File: config.mk
export PLATFORM = sky130hd
export DESIGN_NAME = card_number_luhn_classifier_unit
export DESIGN_NICKNAME = d
export VERILOG_FILES = /design/src/sv/luhn_pkg.sv /design/src/sv/luhn_ctrl.sv /design/src/sv/luhn_datapath.sv /design/src/sv/card_number_luhn_classifier_unit.sv
export SDC_FILE = /design/constraint.sdc
export NUM_CORES = 1
export LEC_CHECK = 0
export BUFFER_PORTS_ARGS = -buffer_cell sky130_fd_sc_hd__buf_2
export CORE_ASPECT_RATIO = 0.75
export CORE_MARGIN = 2
export CORE_UTILIZATION = 35
export CTS_BUF_LIST = sky130_fd_sc_hd__clkbuf_8 sky130_fd_sc_hd__clkbuf_16
export DETAILED_ROUTE_END_ITERATION = 10
export GPL_TIMING_DRIVEN = 0
export PLACE_DENSITY_LB_ADDON = 0.3
export SYNTH_ARGS = -nofsm -noshare
export SYNTH_HDL_FRONTEND = slang
export SYNTH_HIERARCHICAL = 1
export SYNTH_SLANG_ARGS = --single-unit
export TNS_END_PERCENT = 30
File: constraint.sdc
create_clock -name clk -period 6.9 [get_ports clk]
set_input_delay 0.345 -clock clk [delete_from_list [all_inputs] [get_ports clk]]
set_output_delay 0.345 -clock clk [all_outputs]
set_load 0.01 [all_outputs]
File: src/sv/luhn_pkg.sv
// ----------------------------------------------------------------------------
// luhn_pkg
// Shared types and constants for the card number Luhn classifier.
// ----------------------------------------------------------------------------
`default_nettype none

package luhn_pkg;

    localparam int BIN_W      = 54;
    localparam int NUM_DIGITS = 17;
    localparam int BCD_W      = 4 * NUM_DIGITS;
    localparam int IN_W       = 56;
    localparam int OUT_W      = 8;
    localparam int STEP_W     = 6;
    localparam int COUNT_W    = 5;

    localparam logic [1:0] VERDICT_INVALID = 2'd0;
    localparam logic [1:0] VERDICT_BRAND1  = 2'd1;
    localparam logic [1:0] VERDICT_BRAND2  = 2'd2;
    localparam logic [1:0] VERDICT_BRAND3  = 2'd3;

    typedef enum logic [1:0] {
        ST_IDLE,
        ST_CONVERT,
        ST_SCAN,
        ST_EMIT
    } ctl_state_t;

    typedef struct packed {
        logic load;
        logic convert;
        logic scan;
        logic emit;
    } luhn_cmd_t;

    typedef struct packed {
        logic conv_last;
        logic scan_last;
        logic out_free;
    } luhn_sts_t;

endpackage

`default_nettype wire

File: src/sv/luhn_ctrl.sv
// ----------------------------------------------------------------------------
// luhn_ctrl
// Sequencer: load, binary to BCD conversion, digit scan, result hand-off.
// ----------------------------------------------------------------------------
`default_nettype none

module luhn_ctrl
    import luhn_pkg::*;
(
    input  wire logic      clk,
    input  wire logic      rst_n,
    input  wire logic      in_valid,
    output logic           in_ready,
    input  wire luhn_sts_t sts,
    output luhn_cmd_t      cmd
);

    ctl_state_t state_reg;
    ctl_state_t state_next;

    always_ff @(posedge clk or negedge rst_n)
    begin
        if (!rst_n)
        begin
            state_reg <= ST_IDLE;
        end
        else
        begin
            state_reg <= state_next;
        end
    end

    always_comb
    begin
        state_next = state_reg;
        case (state_reg)
            ST_IDLE:
            begin
                if (in_valid)
                begin
                    state_next = ST_CONVERT;
                end
            end
            ST_CONVERT:
            begin
                if (sts.conv_last)
                begin
                    state_next = ST_SCAN;
                end
            end
            ST_SCAN:
            begin
                if (sts.scan_last)
                begin
                    state_next = ST_EMIT;
                end
            end
            ST_EMIT:
            begin
                if (sts.out_free)
                begin
                    state_next = ST_IDLE;
                end
            end
            default:
            begin
                state_next = ST_IDLE;
            end
        endcase
    end

    always_comb
    begin
        in_ready    = 1'b0;
        cmd         = '0;
        case (state_reg)
            ST_IDLE:
            begin
                in_ready = 1'b1;
                cmd.load = in_valid;
            end
            ST_CONVERT:
            begin
                cmd.convert = 1'b1;
            end
            ST_SCAN:
            begin
                cmd.scan = 1'b1;
            end
            ST_EMIT:
            begin
                cmd.emit = sts.out_free;
            end
            default:
            begin
                in_ready = 1'b0;
            end
        endcase
    end

    assert property (@(posedge clk) disable iff (!rst_n)
        (state_reg == ST_CONVERT && sts.conv_last) |=> (state_reg == ST_SCAN))
        else $error("conversion end did not start scan");

    assert property (@(posedge clk) disable iff (!rst_n)
        cmd.load |=> (state_reg == ST_CONVERT))
        else $error("load did not start conversion");

    assert property (@(posedge clk) disable iff (!rst_n)
        $countones({cmd.load, cmd.convert, cmd.scan, cmd.emit}) <= 1)
        else $error("more than one datapath command");

endmodule

`default_nettype wire

File: src/sv/luhn_datapath.sv
// ----------------------------------------------------------------------------
// luhn_datapath
// Shift-add-3 BCD converter, serial Luhn digit accumulator, output register.
// ----------------------------------------------------------------------------
`default_nettype none

module luhn_datapath
    import luhn_pkg::*;
#(
    parameter int MAX_DIGITS = 16
)
(
    input  wire logic             clk,
    input  wire logic             rst_n,
    input  wire logic [BIN_W-1:0] card_number,
    input  wire luhn_cmd_t        cmd,
    output luhn_sts_t             sts,
    output logic                  out_valid,
    input  wire logic             out_ready,
    output logic [1:0]            out_verdict,
    output logic                  out_checksum_ok,
    output logic [COUNT_W-1:0]    out_digit_count
);

    logic [BIN_W-1:0]   bin_reg,   bin_next;
    logic [BCD_W-1:0]   bcd_reg,   bcd_next;
    logic [STEP_W-1:0]  step_reg,  step_next;
    logic [3:0]         total_reg, total_next;
    logic [COUNT_W-1:0] count_reg, count_next;
    logic [3:0]         lead1_reg, lead1_next;
    logic [6:0]         lead2_reg, lead2_next;
    logic [3:0]         prev_reg,  prev_next;
    logic               out_valid_reg;
    logic [1:0]         verdict_reg;
    logic               ok_reg;
    logic [COUNT_W-1:0] dcount_reg;

    logic [BCD_W-1:0]   bcd_adj;
    logic [3:0]         digit;
    logic [3:0]         contrib;
    logic [4:0]         sum;
    logic [4:0]         dbl;
    logic               checksum_ok;
    logic [1:0]         verdict;

    always_comb
    begin
        for (int i = 0; i < NUM_DIGITS; i++)
        begin
            if (bcd_reg[4*i +: 4] >= 4'd5)
            begin
                bcd_adj[4*i +: 4] = bcd_reg[4*i +: 4] + 4'd3;
            end
            else
            begin
                bcd_adj[4*i +: 4] = bcd_reg[4*i +: 4];
            end
        end
    end

    assign digit   = bcd_reg[3:0];
    assign dbl     = {digit, 1'b0};
    assign contrib = step_reg[0] ? ((dbl > 5'd9) ? 4'(dbl - 5'd9) : dbl[3:0]) : digit;
    assign sum     = {1'b0, total_reg} + {1'b0, contrib};

    assign sts.conv_last = cmd.convert && (step_reg == STEP_W'(BIN_W - 1));
    assign sts.scan_last = cmd.scan && (step_reg == STEP_W'(NUM_DIGITS - 1));
    assign sts.out_free  = !out_valid_reg || out_ready;

    always_comb
    begin
        bin_next   = bin_reg;
        bcd_next   = bcd_reg;
        step_next  = step_reg;
        total_next = total_reg;
        count_next = count_reg;
        lead1_next = lead1_reg;
        lead2_next = lead2_reg;
        prev_next  = prev_reg;
        if (cmd.load)
        begin
            bin_next   = card_number;
            bcd_next   = '0;
            step_next  = '0;
            total_next = '0;
            count_next = '0;
            lead1_next = '0;
            lead2_next = '0;
            prev_next  = '0;
        end
        else if (cmd.convert)
        begin
            bcd_next  = {bcd_adj[BCD_W-2:0], bin_reg[BIN_W-1]};
            bin_next  = {bin_reg[BIN_W-2:0], 1'b0};
            step_next = sts.conv_last ? '0 : step_reg + 1'b1;
        end
        else if (cmd.scan)
        begin
            bcd_next   = {4'd0, bcd_reg[BCD_W-1:4]};
            step_next  = step_reg + 1'b1;
            total_next = (sum >= 5'd10) ? 4'(sum - 5'd10) : sum[3:0];
            prev_next  = digit;
            if (digit != 4'd0)
            begin
                count_next = step_reg[COUNT_W-1:0] + 1'b1;
                lead1_next = digit;
                lead2_next = 7'({3'd0, digit} * 7'd10) + {3'd0, prev_reg};
            end
        end
    end

    always_comb
    begin
        verdict = VERDICT_INVALID;
        if (checksum_ok && (count_reg >= 5'd1) && (count_reg <= COUNT_W'(MAX_DIGITS)))
        begin
            if ((count_reg == 5'd15) && ((lead2_reg == 7'd34) || (lead2_reg == 7'd37)))
            begin
                verdict = VERDICT_BRAND1;
            end
            else if ((count_reg == 5'd16) && (lead2_reg >= 7'd51) && (lead2_reg <= 7'd55))
            begin
                verdict = VERDICT_BRAND2;
            end
            else if ((lead1_reg == 4'd4) && ((count_reg == 5'd13) || (count_reg == 5'd16)))
            begin
                verdict = VERDICT_BRAND3;
            end
        end
    end

    assign checksum_ok = (total_reg == 4'd0);

    always_ff @(posedge clk)
    begin
        bin_reg   <= bin_next;
        bcd_reg   <= bcd_next;
        step_reg  <= step_next;
        total_reg <= total_next;
        count_reg <= count_next;
        lead1_reg <= lead1_next;
        lead2_reg <= lead2_next;
        prev_reg  <= prev_next;
        if (cmd.emit)
        begin
            verdict_reg <= verdict;
            ok_reg      <= checksum_ok;
            dcount_reg  <= count_reg;
        end
    end

    always_ff @(posedge clk or negedge rst_n)
    begin
        if (!rst_n)
        begin
            out_valid_reg <= 1'b0;
        end
        else if (cmd.emit)
        begin
            out_valid_reg <= 1'b1;
        end
        else if (out_ready)
        begin
            out_valid_reg <= 1'b0;
        end
    end

    assign out_valid       = out_valid_reg;
    assign out_verdict     = verdict_reg;
    assign out_checksum_ok = ok_reg;
    assign out_digit_count = dcount_reg;

    assert property (@(posedge clk) disable iff (!rst_n)
        cmd.emit |-> (!out_valid_reg || out_ready))
        else $error("result overwritten before it was taken");

    assert property (@(posedge clk) disable iff (!rst_n)
        cmd.scan |-> (digit <= 4'd9))
        else $error("BCD digit out of range");

    assert property (@(posedge clk) disable iff (!rst_n)
        cmd.emit |-> (count_reg <= COUNT_W'(NUM_DIGITS)))
        else $error("digit count beyond converter width");

endmodule

`default_nettype wire

File: src/sv/card_number_luhn_classifier_unit.sv
// ----------------------------------------------------------------------------
// card_number_luhn_classifier_unit
// Luhn mod-10 check and brand classification of a binary card number.
// ----------------------------------------------------------------------------
// channel   direction  tdata fields (low bit up)
// s_axis    in         card_number[53:0], pad[55:54]
// m_axis    out        verdict[1:0], checksum_ok[2], digit_count[7:3]
//
// An item goes from acceptance to result through a load step, 54
// shift-add-3 conversion steps (one per input bit), 17 digit scan steps
// (one per BCD digit) and a hand-off step.
// A new item is accepted while a finished result still waits in the output
// register; the hand-off stalls only if that register is still full.
// rst_n clears the sequencer and the output valid flag.
// ----------------------------------------------------------------------------
`default_nettype none

module card_number_luhn_classifier_unit
    import luhn_pkg::*;
#(
    parameter int MAX_DIGITS = 16
)
(
    input  wire logic             clk,
    input  wire logic             rst_n,
    input  wire logic             s_axis_tvalid,
    output logic                  s_axis_tready,
    input  wire logic [IN_W-1:0]  s_axis_tdata,   // card_number[53:0], pad
    output logic                  m_axis_tvalid,
    input  wire logic             m_axis_tready,
    output logic [OUT_W-1:0]      m_axis_tdata    // verdict, checksum_ok, digit_count
);

    luhn_cmd_t          cmd;
    luhn_sts_t          sts;
    logic [1:0]         verdict;
    logic               checksum_ok;
    logic [COUNT_W-1:0] digit_count;

    luhn_ctrl u_ctrl (
        .clk      (clk),
        .rst_n    (rst_n),
        .in_valid (s_axis_tvalid),
        .in_ready (s_axis_tready),
        .sts      (sts),
        .cmd      (cmd)
    );

    luhn_datapath #(
        .MAX_DIGITS (MAX_DIGITS)
    ) u_datapath (
        .clk             (clk),
        .rst_n           (rst_n),
        .card_number     (s_axis_tdata[BIN_W-1:0]),
        .cmd             (cmd),
        .sts             (sts),
        .out_valid       (m_axis_tvalid),
        .out_ready       (m_axis_tready),
        .out_verdict     (verdict),
        .out_checksum_ok (checksum_ok),
        .out_digit_count (digit_count)
    );

    assign m_axis_tdata = {digit_count, checksum_ok, verdict};

endmodule

`default_nettype wire

Word level (Yosys, flattened, before mapping):

Index checks and enable logic that the tools add are counted.

* reductions and logical operators: 22
* bitwise gates (word level): 2
* $add $sub $neg: 23
* $lt $le $gt $ge: 23
* multiply operators: 1
* equality and inequality tests: 15
* multiplexer cells: 42

Operators by type and width (count)
* 68-bit two-way mux: 2
* 54-bit two-way mux: 2
* 4-bit two-way mux: 19
* 4-bit by 3-bit greater-or-equal comparator with 1-bit output (second input constant): 17
* 4-bit by 2-bit adder with 4-bit output (second input constant): 16
* 6-bit two-way mux: 3
* 7-bit by 6-bit == test with 1-bit output (second input constant): 2
* 2-bit two-way mux: 6
* 5-bit by 4-bit == test with 1-bit output (second input constant): 2
* 1-bit logical AND: 8
* 1-bit two-way mux: 8
* 2-bit one-hot mux with 4 select lines: 1
* 4-bit subtractor (second input constant): 2
* 7-bit by 4-bit adder with 7-bit output: 1
* 7-bit by 6-bit greater-or-equal comparator with 1-bit output (second input constant): 1
* 7-bit by 6-bit less-or-equal comparator with 1-bit output (second input constant): 1
* 6-bit by 1-bit adder with 6-bit output (second input constant): 1
* 6-bit by 5-bit == test with 1-bit output (second input constant): 1
* 6-bit == test (second input constant): 1
* 4-bit by 3-bit multiplier with 6-bit output (second input constant): 1
* 2-bit nonzero test: 3
* 4-bit by 4-bit adder with 5-bit output: 1
* 5-bit by 1-bit adder with 5-bit output (second input constant): 1
* 5-bit == test (second input constant): 1
* 21 further kinds: 27

* logic and storage cells: 142
* output and inout port bits: 10
* bits in registers: 163
* input port bits: 60

Logic depth before layout (Yosys ltp):

Gate-level depths: netlist of the first run.

* word-level depth: 6
* gate-level depth with buffers: 17
* gate-level depth less buffers: 16

Hierarchy:

Netlist of the first run, hierarchy kept.

Modules (own cells, without submodules)
* luhn_datapath: times used 1, cells an instance 891, area an instance 8648.3 µm²
* luhn_ctrl: times used 1, cells an instance 19, area an instance 220.2 µm²
* card_number_luhn_classifier_unit: times used 1, cells an instance 1, area an instance 7.5 µm²

Worst setup path before layout of the first run:

Ideal clock, no wire load.

* kind: reg-to-reg
* start: register u_datapath.bcd_reg[0]
* end: register u_datapath.total_reg[2]
* arrival: 3.123 ns
* path buffers: 1
* path slack: 3.686 ns
* period minus slack after synthesis: 3.214 ns
* required time: 6.809 ns
* stages on the path, launching flop included: 17
* path through: dfxtp_1 clkbuf_1 inv_1 ha_1 inv_1 a21oi_1 xnor2_1 nand2_1 a21boi_0 fa_1 xnor2_1 inv_1 ha_1 o31a_1 o211ai_2 or3_1 a311oi_1

* word-level cells in the longest chain between the ends: 6
* elaborated cells between the ends (all ways): 8
* classes of those cells: add/sub (3); order compare (2); mux (3)

RTL lines
* from (decl): RTL line luhn_datapath.sv:26 `logic [BCD_W-1:0] bcd_reg, bcd_next;`
* from (signal assigned): RTL line luhn_datapath.sv:137 `bcd_reg <= bcd_next;`
* 4-bit subtractor or 5-bit by 4-bit greater-than comparator with 1-bit output (tied branches): RTL line luhn_datapath.sv:63 `assign contrib = step_reg[0] ? ((dbl > 5'd9) ? 4'(dbl - 5'd9) : dbl[3:0]) : digit;`
* 4-bit two-way mux: RTL line luhn_datapath.sv:63
* 4-bit two-way mux *: RTL line luhn_datapath.sv:63
* 4-bit by 4-bit adder with 5-bit output *: RTL line luhn_datapath.sv:64 `assign sum = {1'b0, total_reg} + {1'b0, contrib};`
* 4-bit subtractor or 5-bit by 4-bit greater-or-equal comparator with 1-bit output (tied branches): RTL line luhn_datapath.sv:101 `total_next = (sum >= 5'd10) ? 4'(sum - 5'd10) : sum[3:0];`
* 4-bit two-way mux *: RTL line luhn_datapath.sv:101
* to (signal assigned): RTL line luhn_datapath.sv:139 `total_reg <= total_next;`
* to (decl): RTL line luhn_datapath.sv:28 `logic [3:0] total_reg, total_next;`

Every way passes the cells marked *; elsewhere a longest branch is shown, timed or not.
A chain may end at the register's enable or synchronous reset.

Worst setup path in the final report of the first run:

Ends and elaborated chain as after synthesis.

==> out/metrics.cfg, run 1 <==
[run_status]
status=complete, no violations

[sta]
slew_headroom=0.135
tns_ps=0
tightest_slew_ps=1300
max_freq_mhz=263
final_max_slew_viol_count=0
period_share=0.551
finalSetupViolCount=0
hold_viol=0
fin_skew_ps=9.34
rsz0062_at_grt=no
finalCriticalPeriod_ps=3800

[drt]
wl_per_cell_um=16.0
routed_wl_mm=21.5
remaining_drc_errors=0
vias=7017
ant_nets=0
dr.pass1.iters=5
avgViaCountPerCell=5.20
drt_iter0_drc=477

[synthesis]
synthDominantCellAreaShare=0.221
ys_types=51
syn-instance-count=911
synth_fp_nets=1027
synth.area.top_cells=dfxtp_1 22%, edfxtp_1 21%, a211oi_1 8.6%, ha_1 7.5%, mux2_2 6.7%
ys_warn_count=6
synth-edff-count=62
synth_area_um2=8880
synthArstFlopShare=0.0184
ys_seq_area_frac=0.439
synth.avg_cell_area_um2=9.74
synth_ff_type=dfxtp_1
ys_seq_elements=163
synth_area_leader_cell=dfxtp_1

[setup_path]
critPathArrivalTime_ps=4140
worstSetupEndpointType=flop
cp.required_ps=7240
cpMostUsedCell=inv_1
cp_max_fo=8
crit_path_max_incr_delay_ps=470
cp_top_family=adder cells
startpoint_type=flop
crit_type=flop to flop
cp_slowest_cell=fa_1
path_cells=clkbuf_1, inv_1, ha_1, inv_1, a21oi_1, xnor2_1, nand2_1, a21boi_0, fa_1, xnor2_1, inv_1, ha_1, o31a_1, o211ai_2, or3_1, a311oi_1
critPathBufInv=4

[power]
leakage_uw=0.00414
p_per_area_nw_per_um2=198
total_power_uw=2030
ir_drop_v=0.000167

[place]
portBuffers=67
gp_congestion=0.824
dpl.hpwl_mm=15.1

[clock_network]
clkTransAtPathRegs_ps=70
cts_setup_buffers=0
cts.htree.levels=4
clk_latency_ps=430
numCtsBuffers=17
clk_path_buf_depth=2
cts-root-buf=clkbuf_16
cts_tree=yes
clock_sinks=163

[floorplan]
ios=70
die_x_um=188
core-area_um2=25000
die-area_um2=26700
num_rows=50
dieHeight_um=142
floorplan.initialDensity=0.356

[cells_and_area]
num-fill-cells=2454
final_common_cell=a211oi_1
largest_reg_flops=68
final_cell_mix=102 x a211oi_1, 98 x a21oi_1, 98 x dfxtp_1
drive_gt1_frac=0.169
area_delta_synth_final_pct=15.7
insertedDiodeCount=0
nets=1114

[global_routing]
antenna_found_initial=0
grt_max_degree=55
grt_pass1_vias=6674
overflow=0
grt.total_usage=0.165
grt_pass1_wl_mm=34.9

[hold_path]
hold_class=primary input to flop

[flow_run]
drv_cap=0

-- metal layers --
layer  vias up  share of wire  global-route usage
met1      3351           0.51               0.237
met5         -              0                   0
met3        17          0.046              0.0351
met2       155           0.43               0.249
li1       3494              -                   -
met4         0          0.014              0.0514
-- worst register-to-register path, cell delays in order (launching register included) --
cell,delay [ps]
dfxtp_1,430
clkbuf_1,340
inv_1,130
ha_1,320
inv_1,80
a21oi_1,100
xnor2_1,170
nand2_1,80
a21boi_0,160
fa_1,470
xnor2_1,160
inv_1,80
ha_1,230
o31a_1,220
o211ai_2,140
or3_1,340
a311oi_1,260
-- cells in the mapped netlist, types with 2 or more instances --
| cell type | instances |
|---|---|
| a211oi_1 | 102 |
| a21o_1 | 2 |
| a21oi_1 | 98 |
| a311oi_1 | 2 |
| a32oi_1 | 16 |
| and2_1 | 2 |
| buf_1 | 4 |
| buf_2 | 12 |
| clkbuf_1 | 38 |
| dfrtp_1 | 3 |
| dfxtp_1 | 98 |
| edfxtp_1 | 62 |
| fa_1 | 3 |
| ha_1 | 53 |
| inv_1 | 47 |
| mux2_2 | 53 |
| mux2i_1 | 3 |
| nand2_1 | 42 |
| nand2b_1 | 26 |
| nand3_1 | 4 |
| nand3b_1 | 2 |
| nor2_1 | 75 |
| nor2b_1 | 22 |
| nor3_1 | 7 |
| nor3_2 | 2 |
| nor3b_1 | 37 |
| nor4_1 | 3 |
| o21ai_0 | 41 |
| o21ai_1 | 3 |
| or3_1 | 2 |
| xnor2_1 | 24 |
| xor2_1 | 4 |
-- final cells by class --
| cell class | instances | area [um2] | area share |
|---|---|---|---|
| Clock buffer | 18 | 439 | 0.0428 |
| Multi-Input combinational cell | 646 | 4580 | 0.445 |
| Tap cell | 338 | 423 | 0.0412 |
| Inverter | 47 | 176 | 0.0172 |
| Sequential cell | 163 | 3900 | 0.380 |
| Timing Repair Buffer | 68 | 345 | 0.0336 |
| Buffer | 55 | 225 | 0.0219 |
| Clock inverter | 14 | 188 | 0.0183 |
-- path summary, 6_finish.rpt --
path,slack (ps),cells past startpoint,endpoint,startpoint
setup / recovery,3100,16,u_datapath/total_reg[2],u_datapath/bcd_reg[0]
hold / removal,200,3,u_datapath/out_valid,m_axis_tready
setup reg to reg,3100,16,u_datapath/total_reg[2],u_datapath/bcd_reg[0]
hold reg to reg,450,2,u_datapath/lead2_reg[3],u_datapath/lead2_reg[3]
max in group asynchronous,6560,2,u_datapath/out_valid,rst_n
min in group asynchronous,230,2,u_ctrl/state_reg[0],rst_n
-- where the power goes --
part / total (uW) / internal (uW) / switching, uW / leakage, uW
clock network: 1020 / 616 / 407 / 0.000314
registers: 991 / 991 / 0 / 0.00156
logic: 16.4 / 11.7 / 4.60 / 0.00227
-- metrics by stage --
stage	util	hold WS [ps]	cells	instance area [um2]	worst slack, ps
after floorplan	-	49.4	911	8880	3690
after global placement	0.386	145	1316	9630	3170
after detailed placement	0.386	144	1316	9630	3140
after CTS	0.411	189	1349	10300	3080
after global routing	0.411	197	1349	10300	2770
final	0.411	203	1349	10300	3100
-- kinds of logic (layout without fill, tap and decap cells) --
logic type,after synthesis,count (layout),share of synthesized area
and+or+nand+nor,233,233,0.138
xor gates and xnor gates,28,28,0.0276
DFF,163,163,0.439
buffers and inverters,102,202,0.0453
muxes,57,57,0.0723
AOI/OAI and AO/OA,272,272,0.196
adders and majority gates,56,56,0.0815
-- repair_timing --
| action | 4_1_cts | 5_1_grt |
|---|---|---|
| hold buffers | 1 | 0 |
| gates resized for setup | 0 | 0 |
| hold endpoints to repair | 3 | 0 |
(Power assumes the default switching activity.)
==> run 2: changes to the inputs <==
- ABC_AREA: default -> 1
- clock period: 6.9 -> 3.86 ns (I/O delays scaled with it)
==> run 2 against run 1 <==
Net effect: synthesized cell count rose by 30%; global-route usage rose by 0.52 points; clock skew rose by 2.8 ps; highest routed layer unchanged; critical path depth rose by 5; core utilization rose by 0.069 points; register-to-register slack got worse by 2400 ps.
==> out/metrics.cfg, run 2 <==
[floorplan]
die_x_um=189  ; +0.60%
dieHeight_um=143  ; +0.60%
core-area_um2=25100  ; +0.50%
floorplan.initialDensity=0.358  ; +0.00262
num_rows=50  ; unchanged
die-area_um2=27000  ; +1.2%
ios=70  ; unchanged

[synthesis]
syn-instance-count=1181  ; +30%
ys_types=38  ; -25%
synth_area_leader_cell=dfxtp_1
synth_area_um2=8990  ; +1.2%
ys_seq_area_frac=0.434  ; -0.00538
synthDominantCellAreaShare=0.218  ; -0.00271
synth_fp_nets=1297  ; +26%
synth-edff-count=62  ; unchanged
synth.area.top_cells=dfxtp_1 22%, edfxtp_1 21%, nand2_1 16%, ha_1 7.4%, inv_1 6.1%
ys_warn_count=6  ; unchanged
synthTopCellsByCount=380 x nand2_1, 146 x inv_1, 98 x dfxtp_1, 76 x nor2_1, 67 x o21ai_0
synthArstFlopShare=0.0184  ; unchanged
synth.avg_cell_area_um2=7.61  ; -22%
yosysMostFrequentCell=nand2_1
synth_ff_type=dfxtp_1
ys_seq_elements=163  ; unchanged

[clock_network]
post_cts_resized=0  ; unchanged
hold_buffers=2  ; +1
cts.htree.levels=4  ; unchanged
cts-root-buf=clkbuf_16
numCtsBuffers=17  ; unchanged
cts_tree=yes
clk_latency_ps=440  ; about the same
cts_setup_buffers=0  ; unchanged
clkTransAtPathRegs_ps=60  ; about the same
clk_path_buf_depth=2  ; unchanged
clock_sinks=163  ; unchanged

[setup_path]
cp_max_fo=8  ; unchanged
r2r_start=u_datapath/bcd_reg[1]
reg2reg_to=u_datapath/total_reg[2]
startpoint_type=flop
r2r_slack_ps=690  ; -2410 ps
ff2ff_path_depth=21  ; +5
critPathArrivalTime_ps=3500  ; -640 ps
crit_type=flop to flop
cp.required_ps=4190  ; -3050 ps
worstSetupEndpointType=flop

[place]
post-place-cells=1587  ; +21%
gp_congestion=0.853  ; +3.5%
portBuffers=67  ; unchanged
dpl.hpwl_mm=16.1  ; +6.6%
placed_area_um2=9770  ; +1.4%

[sta]
slew_headroom=0.468  ; +0.333
hold_viol=0  ; unchanged
rsz0062_at_grt=no
max_freq_mhz=316  ; +20%
final_max_slew_viol_count=0  ; unchanged
fin_skew_ps=12.1  ; +2.78 ps
tightest_slew_ps=791  ; -506 ps
finalSetupViolCount=0  ; unchanged
finalCriticalPeriod_ps=3170  ; -634 ps
period_share=0.820  ; +0.270

[global_routing]
antenna_found_initial=0  ; unchanged
grt.total_usage=0.171  ; +0.00522
grt_max_degree=33  ; -40%
grt_pass1_wl_mm=36.5  ; +4.8%
overflow=0  ; unchanged
grt_pass1_vias=7197  ; +7.8%

[hold_path]
hold_end=u_datapath/bin_reg[7]
hold_class=primary input to flop
hp-start=s_axis_tdata[7]
holdPathStages=3  ; unchanged

[cells_and_area]
nets=1386  ; +24%
final_common_cell=nand2_1
stdcell_area_um2=10300  ; +0.67%
final_cell_mix=379 x nand2_1, 150 x inv_1, 98 x dfxtp_1
area_delta_synth_final_pct=15.1
num-fill-cells=2580  ; +5.1%
ff_latch_area_um2=3900  ; unchanged
fin_cells=1622  ; +20%
multi_input_area_um2=4270  ; -6.7%
drive_gt1_frac=0.105  ; -0.0639
largest_reg_flops=68  ; unchanged

[drt]
remaining_drc_errors=0  ; unchanged
routed_wl_mm=22.7  ; +5.2%
vias=7901  ; +13%
avgViaCountPerCell=4.87  ; -6.4%
ant_nets=0  ; unchanged
wl_per_cell_um=14.0  ; -13%
drt_iter0_drc=554  ; +16%
dr.pass1.iters=5  ; unchanged

[power]
ir_drop_v=0.000387  ; +130%
leakage_uw=0.00431  ; +4.0%
p_per_area_nw_per_um2=718  ; +260%

[flow_run]
drv_cap=0  ; unchanged

[run_status]
status=complete, no violations

## run 2: changes by cell type in the layout (fill, tap and decap cells not counted), moves of 35 or more
| cell | before | now |
|---|---|---|
| inv_1 | 51 | 150 |
| a211oi_1 | 102 | 1 |
| mux2_2 | 53 | 0 |
| a31oi_1 | 0 | 50 |
| a21oi_1 | 98 | 63 |
| nor3b_1 | 37 | 2 |
| nand2_1 | 42 | 379 |
## run 2: layer usage
layer | GRT usage | up-vias | routed length [um]
li1 | - | 4031 | -
met1 | 0.252 | 3610 | 11300
met2 | 0.250 | 242 | 9530
met3 | 0.0396 | 18 | 1650
met4 | 0.0411 | 0 | 221
met5 | 0 | - | 0
## run 2: critical path, stage by stage, from the launching register on
cell and delay, ps:
dfxtp_1 490, inv_1 210, ha_1 300, inv_1 80, nand2_1 50, nand2_1 130, nand2_1 80, o21ai_0 110
ha_1 230, inv_1 60, fa_1 400, inv_1 70, nand2_1 60, nand2_1 80, inv_1 50, ha_1 220
nand2_1 70, nand3_1 100, nand3_1 90, nand3_1 100, nand2_1 70, inv_1 30
## run 2: final cells by class
cell class,count,share of cell area
antenna,1,0.000242
buffer,48,0.0242
clock buffer,18,0.0436
clock inverter,14,0.00968
inverter,151,0.0551
multi-input combinational,819,0.413
sequential,163,0.377
tap,338,0.0409
timing repair buffer,70,0.0363
## run 2: power breakdown
| group | internal [uW] | switching [uW] | leakage, uW |
|---|---|---|---|
| combinational | 958 | 2080 | 0.00259 |
| clock | 910 | 714 | 0.000289 |
| sequential | 2500 | 258 | 0.00143 |
| total | 4370 | 3050 | 0.00431 |
## run 2: worst max-delay path by stage
stage	startpoint	to	slack, ps	depth (start not counted)
2_1_floorplan	u_ctrl/state_reg[0]	u_datapath/bin_reg[0]	960	8
3_3_place_gp	u_ctrl/state_reg[0]	u_datapath/bin_reg[0]	-230	8
3_5_place_dp	u_datapath/bcd_reg[1]	u_datapath/total_reg[2]	750	21
4_1_cts	u_datapath/bcd_reg[1]	u_datapath/total_reg[2]	730	21
5_1_grt	u_datapath/bcd_reg[1]	u_datapath/total_reg[2]	430	21
6_report	u_datapath/bcd_reg[1]	u_datapath/total_reg[2]	690	21
## run 2: kinds of logic after synthesis
family | synth area share
adder cells (fa/ha/maj) | 0.0805
AO/OA/AOI/OAI | 0.146
flip-flops | 0.434
AND/OR/NAND/NOR | 0.227
buffers and inverters | 0.0912
XOR/XNOR | 0.0214
## run 2: metrics by stage
stage	setup TNS, ps	hold WS, ps	setup WS (ps)	power [uW]	util
2_1_floorplan	0	-103	963	4860	-
3_3_place_gp	-12050	-9.82	-225	5760	0.388
3_5_place_dp	0	-8.81	748	5820	0.389
4_1_cts	0	9.04	735	7470	0.412
5_1_grt	0	12.8	430	7980	0.412
6_report	0	24.5	693	7430	0.412
==> run 3: changes to the inputs <==
- clock period: 3.86 -> 2.7 ns (I/O delays scaled with it)
==> run 3 against run 2 <==
Net effect: sequential power grew 44%; worst hold slack lost 11 ps; design area grew 7.5%; non-clock buffer count grew 63; combinational power grew 56%.
==> out/metrics.cfg, run 3 (synthesis gave the netlist of run 2 again) <==
[cells_and_area]
final_common_cell=nand2_1
largest_reg_flops=68  ; unchanged
insertedDiodeCount=0  ; -1
multi_input_area_um2=4350  ; +1.9%
ff_latch_area_um2=3910  ; +0.19%
num-fill-cells=2454  ; -4.9%
drive_gt1_frac=0.127  ; +0.0218
final_cell_mix=372 x nand2_1, 144 x inv_1, 96 x dfxtp_1
area_delta_synth_final_pct=23.7
fin_cells=1684  ; +3.8%
nets=1449  ; +4.5%

[floorplan]
floorplan.initialDensity=0.358  ; unchanged
dieHeight_um=143  ; unchanged
die_x_um=189  ; unchanged
ios=70  ; unchanged
die-area_um2=27000  ; unchanged
core-area_um2=25100  ; unchanged
num_rows=50  ; unchanged

[setup_path]
cpMostUsedCell=nand2_2
cp_max_fo=5  ; -3
cp_slowest_cell=fa_2
r2r_slack_ps=120  ; -570 ps
critPathArrivalTime_ps=2920  ; -580 ps
worstSetupEndpointType=flop
crit_type=flop to flop
startpoint_type=flop
path_cells=inv_8, ha_4, inv_1, nand2_1, nand2_2, nand2_2, o21ai_2, ha_2, inv_2, fa_2, inv_2, nand2_2, nand2_2, inv_1, ha_2, nand2_2, nand3_4, nand3_2, nand3_1, nand2_1, inv_1
crit_path_max_incr_delay_ps=410  ; -80 ps
cp.required_ps=3040  ; -1150 ps

[sta]
setup_slack_ps=123  ; -570 ps
slew_headroom=0.370  ; -0.0975
final_max_slew_viol_count=0  ; unchanged
tightest_slew_ps=945  ; +154 ps
finalCriticalPeriod_ps=2580  ; -590 ps
tns_ps=0  ; unchanged
hold_viol=0  ; unchanged
finalSetupViolCount=0  ; unchanged
max_freq_mhz=388  ; +23%
fin_skew_ps=8.83  ; -3.29 ps
period_share=0.954  ; +0.134

[power]
total_power_uw=11300  ; +52%
leakage_uw=0.00463  ; +7.5%
p_per_area_nw_per_um2=1020  ; +42%
ir_drop_v=0.000644  ; +67%

[global_routing]
grt_pass1_wl_mm=38.5  ; +5.2%
grt_pass1_vias=7607  ; +5.7%
antenna_found_initial=0  ; unchanged
grt.total_usage=0.179  ; +0.00834
overflow=0  ; unchanged
grt_max_degree=55  ; +67%

[drt]
ant_nets=0  ; unchanged
vias=8184  ; +3.6%
wl_per_cell_um=14.2  ; +1.3%
drt_iter0_drc=653  ; +18%
dr.pass1.iters=5  ; unchanged
avgViaCountPerCell=4.86  ; -0.23%
routed_wl_mm=23.8  ; +5.2%
remaining_drc_errors=0  ; unchanged

[clock_network]
numCtsBuffers=17  ; unchanged
clock_sinks=163  ; unchanged
clk_latency_ps=430  ; about the same
clkTransAtPathRegs_ps=70  ; about the same
cts.htree.levels=4  ; unchanged
clk_path_buf_depth=2  ; unchanged
cts-root-buf=clkbuf_16
cts_tree=yes

[flow_run]
drv_cap=0  ; unchanged

[place]
gp_congestion=0.843  ; -1.2%
pre_cts_slack_ps=-624  ; -1370 ps
post-place-cells=1586  ; -0.063%
dpl.hpwl_mm=16.0  ; -0.51%
portBuffers=67  ; unchanged

[run_status]
status=complete, no violations

[hold_path]
hold_class=primary input to flop

run 3: where the power goes:
part	switching, uW	internal, uW
logic	3150	1590
registers	380	3590
clock network	1050	1560
total	4580	6740
run 3: final cells by class:
type | instances | area share
clock buffers | 21 | 0.0463
well taps | 338 | 0.0380
plain buffers | 47 | 0.0223
multi-input cells | 819 | 0.391
flip-flops and latches | 163 | 0.351
repair buffers | 134 | 0.0878
inverters | 151 | 0.0521
clock inverters | 11 | 0.0108
run 3: per-stage QoR:
step / util / cell area [um2] / hold WS, ps
finish: 0.443 / 11100 / 14.0
global route: 0.443 / 11100 / 16.9
CTS: 0.438 / 11000 / 7.40
detailed placement: 0.389 / 9750 / -64.6
global placement: 0.389 / 9750 / -68.2
floorplan: - / 8990 / -161
run 3: path summary, 6_finish.rpt:
check	from	end	cells past startpoint
max	u_datapath/bcd_reg[0]	u_datapath/total_reg[2]	21
min	s_axis_tdata[15]	u_datapath/bin_reg[15]	3
max reg2reg	u_datapath/bcd_reg[0]	u_datapath/total_reg[2]	21
min reg2reg	u_datapath/count_reg[2]	u_datapath/out_digit_count[2]	0
max in group asynchronous	rst_n	u_ctrl/state_reg[0]	2
min in group asynchronous	rst_n	u_ctrl/state_reg[1]	2
run 3: what timing repair did:
action / CTS / global route
hold buffers: 55 / 0
endpoints found under the hold margin: 57 / 0
gates resized for setup: 16 / 20
setup buffers: 1 / 11
setup endpoints to repair: 57 / 3
pin swaps: 1 / 12
run 3: critical path: cells and delay by family (launching register included):
kind            cells  cell delay [ps]
compound gates      1               70
fa+ha+maj           4              960
flops               1              400
simple gates       10              760
buf+inv             6              270
run 3: metal layers:
layer	wire, um	vias up	global-route usage
met1	12200	3786	0.260
met5	0	-	0
met4	275	0	0.0440
met3	1220	21	0.0329
li1	-	4161	-
met2	10100	216	0.274
